### src/rtl/inucl_pkg.sv
`default_nettype none
// ----------------------------------------------------------------------------
// Island nucleation step package
// Shared types, sizes and codes for the nucleation attempt block.
// ----------------------------------------------------------------------------
package inucl_pkg;

    localparam int MAX_GRAINS = 1024;
    localparam int IDX_W      = $clog2(MAX_GRAINS);
    localparam int CNT_W      = IDX_W + 1;
    localparam int COPIES     = 9;
    localparam int DIV_STEPS  = 66;
    localparam int PIPE_DEPTH = 5;

    localparam logic [CNT_W-1:0] ROOM_LIMIT = CNT_W'(MAX_GRAINS - COPIES);
    localparam logic [62:0]      SAT63      = {63{1'b1}};

    localparam logic [29:0] WIDTH_RESET  = 30'd6553600;
    localparam logic [29:0] HEIGHT_RESET = 30'd6553600;
    localparam logic [31:0] GROWTH_RESET = 32'd65536;

    typedef enum logic [1:0] {
        CFG_WIDTH  = 2'd0,
        CFG_HEIGHT = 2'd1,
        CFG_GROWTH = 2'd2
    } cfg_idx_t;

    typedef enum logic [1:0] {
        ST_NUCLEATED = 2'd0,
        ST_INSIDE    = 2'd1,
        ST_FULL      = 2'd2
    } status_t;

    typedef struct packed {
        logic [16:0] time_draw;
        logic [15:0] x_draw;
        logic [15:0] y_draw;
    } in_word_t;

    typedef struct packed {
        logic [1:0]       status;
        logic [62:0]      step_length;
        logic [62:0]      sim_time;
        logic [CNT_W-1:0] grain_total;
    } out_word_t;

    typedef struct packed {
        logic [62:0] birth;
        logic [31:0] xpos;
        logic [31:0] ypos;
    } grain_t;

    typedef struct packed {
        logic capture;
        logic div_start;
        logic time_upd;
        logic scan_clr;
        logic scan_run;
        logic decide;
        logic wr_en;
        logic load_out;
    } cmd_t;

    typedef struct packed {
        logic div_done;
        logic scan_done;
        logic pipe_empty;
        logic nucleate;
        logic wr_last;
        logic out_busy;
    } sts_t;

endpackage
`default_nettype wire

### src/rtl/inucl_ctrl.sv
`default_nettype none
// ----------------------------------------------------------------------------
// Nucleation controller
// Sequences capture, divide, time update, grain scan, store and result.
// ----------------------------------------------------------------------------
module inucl_ctrl (
    input  wire logic             clk,
    input  wire logic             rst_n,
    input  wire logic             in_valid,
    output logic                  in_ready,
    input  wire inucl_pkg::sts_t  sts,
    output inucl_pkg::cmd_t       cmd
);

    typedef enum logic [7:0] {
        S_IDLE   = 8'b0000_0001,
        S_DSTART = 8'b0000_0010,
        S_DIV    = 8'b0000_0100,
        S_TIME   = 8'b0000_1000,
        S_SCAN   = 8'b0001_0000,
        S_DRAIN  = 8'b0010_0000,
        S_DECIDE = 8'b0100_0000,
        S_WRITE  = 8'b1000_0000
    } state_t;

    state_t state_reg, state_next;
    logic   out_pend_reg, out_pend_next;

    always_comb
    begin
        state_next    = state_reg;
        out_pend_next = out_pend_reg;
        cmd           = '0;
        in_ready      = 1'b0;
        unique case (state_reg)
            S_IDLE:
            begin
                in_ready = !out_pend_reg;
                if (out_pend_reg)
                begin
                    if (!sts.out_busy)
                    begin
                        cmd.load_out  = 1'b1;
                        out_pend_next = 1'b0;
                    end
                end
                else if (in_valid)
                begin
                    cmd.capture = 1'b1;
                    state_next  = S_DSTART;
                end
            end
            S_DSTART:
            begin
                cmd.div_start = 1'b1;
                state_next    = S_DIV;
            end
            S_DIV:
            begin
                if (sts.div_done)
                begin
                    state_next = S_TIME;
                end
            end
            S_TIME:
            begin
                cmd.time_upd = 1'b1;
                cmd.scan_clr = 1'b1;
                state_next   = S_SCAN;
            end
            S_SCAN:
            begin
                if (sts.scan_done)
                begin
                    state_next = S_DRAIN;
                end
                else
                begin
                    cmd.scan_run = 1'b1;
                end
            end
            S_DRAIN:
            begin
                if (sts.pipe_empty)
                begin
                    state_next = S_DECIDE;
                end
            end
            S_DECIDE:
            begin
                cmd.decide = 1'b1;
                if (sts.nucleate)
                begin
                    state_next = S_WRITE;
                end
                else
                begin
                    out_pend_next = 1'b1;
                    state_next    = S_IDLE;
                end
            end
            S_WRITE:
            begin
                cmd.wr_en = 1'b1;
                if (sts.wr_last)
                begin
                    out_pend_next = 1'b1;
                    state_next    = S_IDLE;
                end
            end
            default:
            begin
                state_next = S_IDLE;
            end
        endcase
    end

    always_ff @(posedge clk or negedge rst_n)
    begin
        if (!rst_n)
        begin
            state_reg    <= S_IDLE;
            out_pend_reg <= 1'b0;
        end
        else
        begin
            state_reg    <= state_next;
            out_pend_reg <= out_pend_next;
        end
    end

`ifndef SYNTHESIS
    a_done_in_div: assert property (@(posedge clk) disable iff (!rst_n)
        sts.div_done |-> state_reg == S_DIV)
        else $error("divider finished outside divide wait");
    a_pend_blocks_in: assert property (@(posedge clk) disable iff (!rst_n)
        out_pend_reg |-> !in_ready)
        else $error("input taken while a result is pending");
    a_write_follows: assert property (@(posedge clk) disable iff (!rst_n)
        (cmd.decide && sts.nucleate) |=> cmd.wr_en)
        else $error("store did not follow decision");
`endif

endmodule
`default_nettype wire

### config.mk
export PLATFORM = sky130hd
export DESIGN_NAME = inucl_ctrl
export DESIGN_NICKNAME = d
export VERILOG_FILES = /design/src/rtl/inucl_pkg.sv /design/src/rtl/inucl_ctrl.sv
export SDC_FILE = /design/constraint.sdc
export NUM_CORES = 1
export LEC_CHECK = 0
export ABC_AREA = 0
export BUFFER_PORTS_ARGS = -buffer_cell sky130_fd_sc_hd__clkbuf_2
export CORE_MARGIN = 2
export CORE_UTILIZATION = 40
export CTS_BUF_LIST = sky130_fd_sc_hd__clkbuf_8
export CTS_CLUSTER_DIAMETER = 60
export DETAILED_ROUTE_END_ITERATION = 6
export PLACE_DENSITY = 0.67
export SLEW_MARGIN = 0
export SYNTH_ARGS = -nofsm -noshare
export SYNTH_HDL_FRONTEND = slang
export SYNTH_SLANG_ARGS = --single-unit
### constraint.sdc
create_clock -name clk -period 1.7 [get_ports clk]
set_clock_uncertainty 0.15 [all_clocks]
set_input_delay 0.34 -clock clk [delete_from_list [all_inputs] [get_ports clk]]
set_output_delay 0.34 -clock clk [all_outputs]
set_load 0.02 [all_outputs]
==> results.ini <==
[status]
outcome=finished, violations left
failed_checks=setup timing

[placed_design]
detailedPlace.worstSlack_ns=-0.104
port_buffers=17
dpl.hpwl_microns=1200
place.gp.congestion=0.848

[detailed_routing]
via_per_inst=5.64
drcViolationCount=0
num_vias=666
wl_per_cell_microns=15.6
wl_microns=1850
postRouteAntennaNets=0
first_pass_iters=4
first_iter_violations=17

[synthesis]
post_synth.cell_area_avg_sq_um=9.27
yosysTopAreaCell=dfrtp_1
yosysSeqAreaShare_pct=38.2
syn-num-nets=73
netlist.area_leader.share_pct=33.8
netlist_area_sq_um=593
synth_cells=64
synth_cell_types=28
synth_area_leaders=dfrtp_1 34%, nor4_4 7.2%, nor2_1 5.7%
synth-warning-count=0
ys_ff_latch=9

[die]
dieHeight_microns=42.5
die_w_microns=42.5
rows=13
dieArea_sq_mm=0.00181
start_util_pct=43.9
core-area_sq_mm=0.00135
io_pins=18

[setup_path]
crit_chain=nor4_4, and4b_2, buf_4
path_max_fanout=6
worst-endpoint-required_ns=1.21
end_kind=primary output
start_kind=register
crit_path_top_delay_cell=dfrtp_2
critPathBufInv=1
crit_family=simple AND/OR/NAND/NOR gates
crit_arrival_ns=1.58
crit_type=reg -> out
slowest_delay_ns=0.44

[timing]
hold_viol=0
finalCriticalPeriod_ns=2.07
clock.fmax_mhz=484
setup_viol=12
slew_viol_final=0
layout_setup_ws_ns=-0.368
rsz0062_at_grt=yes
tightest_slew_ns=0.389
layout_worst_path_cycle_share_pct=122
relSlewSlack_pct=73.9

[pwr]
p_leak_nw=0.507
pwr-share-comb_pct=61.9
ir_drop_mv=1.28
p_clk_share_pct=16.6
p_per_area_mw_per_mm2=1470
power_frac_seq_pct=21.5
switchingPower_w=0.000607
p_int_w=0.000909
swShare_pct=40.0

[grt]
antenna_found_initial=0
grt_pass1_vias=646
grt_pass1_wl_microns=2790
grt_overflow=0
grt_max_degree=10
track_usage_pct=21.4

[cells_and_area]
final_core_util_pct=76.2
largest_reg_flops=8
mostFrequentLayoutCells=17 x buf_4, 8 x clkbuf_2, 7 x dfrtp_1
layout.nets=113
diodes=0
num-fill-cells=100
drive_gt1_share_pct=53.4
final_common_cell=buf_4
area_growth_syn_to_layout_pct=73.4

[clocking]
cts_made_buffers=3
clock_latency_ns=0.24
numClockSinks=9
cts_root_buffer=clkbuf_8
clk_path_buf_depth=2
cts_tree=built
clkTransAtPathRegs_ns=0.05
h-tree-depth=1

[worst_hold_path]
hold_path.class=in -> reg

[job]
cap_violations=0

## stage by stage
stage	total power (W)	setup TNS [ns]	instances	area [sq um]	hold WS [ns]
floorplan	0.000716	-0.488	64	612	-0.106
global placement	0.000945	-0.342	107	801	0.0592
detailed placement	0.000960	-0.557	107	801	0.0624
CTS	0.00136	-2.71	116	970	0.173
global route	0.00160	-4.00	118	1030	0.202
finish	0.00152	-3.02	118	1030	0.171
## power groups by stage
stage,sequential [W],combinational [W],clock (W)
2_1_floorplan,0.000321,0.000394,0
3_3_place_gp,0.000317,0.000628,0
3_5_place_dp,0.000320,0.000640,0
4_1_cts,0.000318,0.000790,0.000256
5_1_grt,0.000330,0.00101,0.000269
6_report,0.000326,0.000940,0.000251
## kinds of logic (layout without fill, tap and decap cells)
logic type,count (synthesis),after routing,synth area share [%]
DFF,9,9,38.2
buffers and inverters,3,42,2.74
xor gates and xnor gates,3,3,4.43
AOI/OAI and AO/OA,6,6,5.91
and+or+nand+nor,43,43,48.7
## cell usage after synthesis
cell and count:
nor4_4 2, o211ai_1 1, and3_2 1, nand3b_1 1, nor2_1 9, dfstp_2 1, a21oi_1 1, nor2b_1 1
and2b_1 1, xor2_1 3, and4b_1 3, nor3b_1 4, or2_1 1, nand4_1 2, clkbuf_2 1, inv_1 1
nor4_1 1, nand4b_1 2, nand2b_1 2, nand3_2 1, dfrtp_1 8, nand3_1 5, buf_4 1, nor4b_1 1
a31oi_1 2, and3_1 1, nand2_1 5, o21ai_0 2
## layout make-up
type	count	area [sq um]	area share, %
clock buffer	3	41.3	4.01
clock inverter	1	5.00	0.487
inverter	1	3.75	0.365
multi-input combinational	52	407	39.5
sequential	9	228	22.1
tap	15	18.8	1.82
timing repair buffer	37	325	31.6
## worst register-to-register path, stage by stage, from the launching register on
cell	delay, ns
dfrtp_2	0.44
nor4_4	0.44
and4b_2	0.34
buf_6	0.11
nand4b_1	0.10
a31oi_1	0.11
## final timing paths
check                        startpoint  cells past startpoint  slack (ns)           end
max reg2reg                state_reg[4]                      5       -0.06  state_reg[0]
min reg2reg                out_pend_reg                      2        0.49  out_pend_reg
min in group asynchronous         rst_n                      2        0.35  state_reg[7]
max                        state_reg[4]                      3       -0.37        cmd[5]
min                              sts[2]                      3        0.17  state_reg[7]
max in group asynchronous         rst_n                      2        0.80  state_reg[0]
## metal layers
layer  wire length, microns  global-route usage (%)  vias up
met5                      0                       0        -
met2                    912                    35.1       27
li1                       -                       -      316
met3                    103                    6.90        6
met1                    783                    24.4      317
met4                     46                    11.9        0
## timing repair
action / CTS / global route
hold endpoints to repair: 8 / 0
setup buffers: 4 / 5
cloned: 0 / 0
endpoints found under the setup margin: 9 / 12
hold buffers: 1 / 0
resized for setup: 20 / 16
pin swaps: 5 / 9
Note: power is estimated with default switching activity, not from simulation.
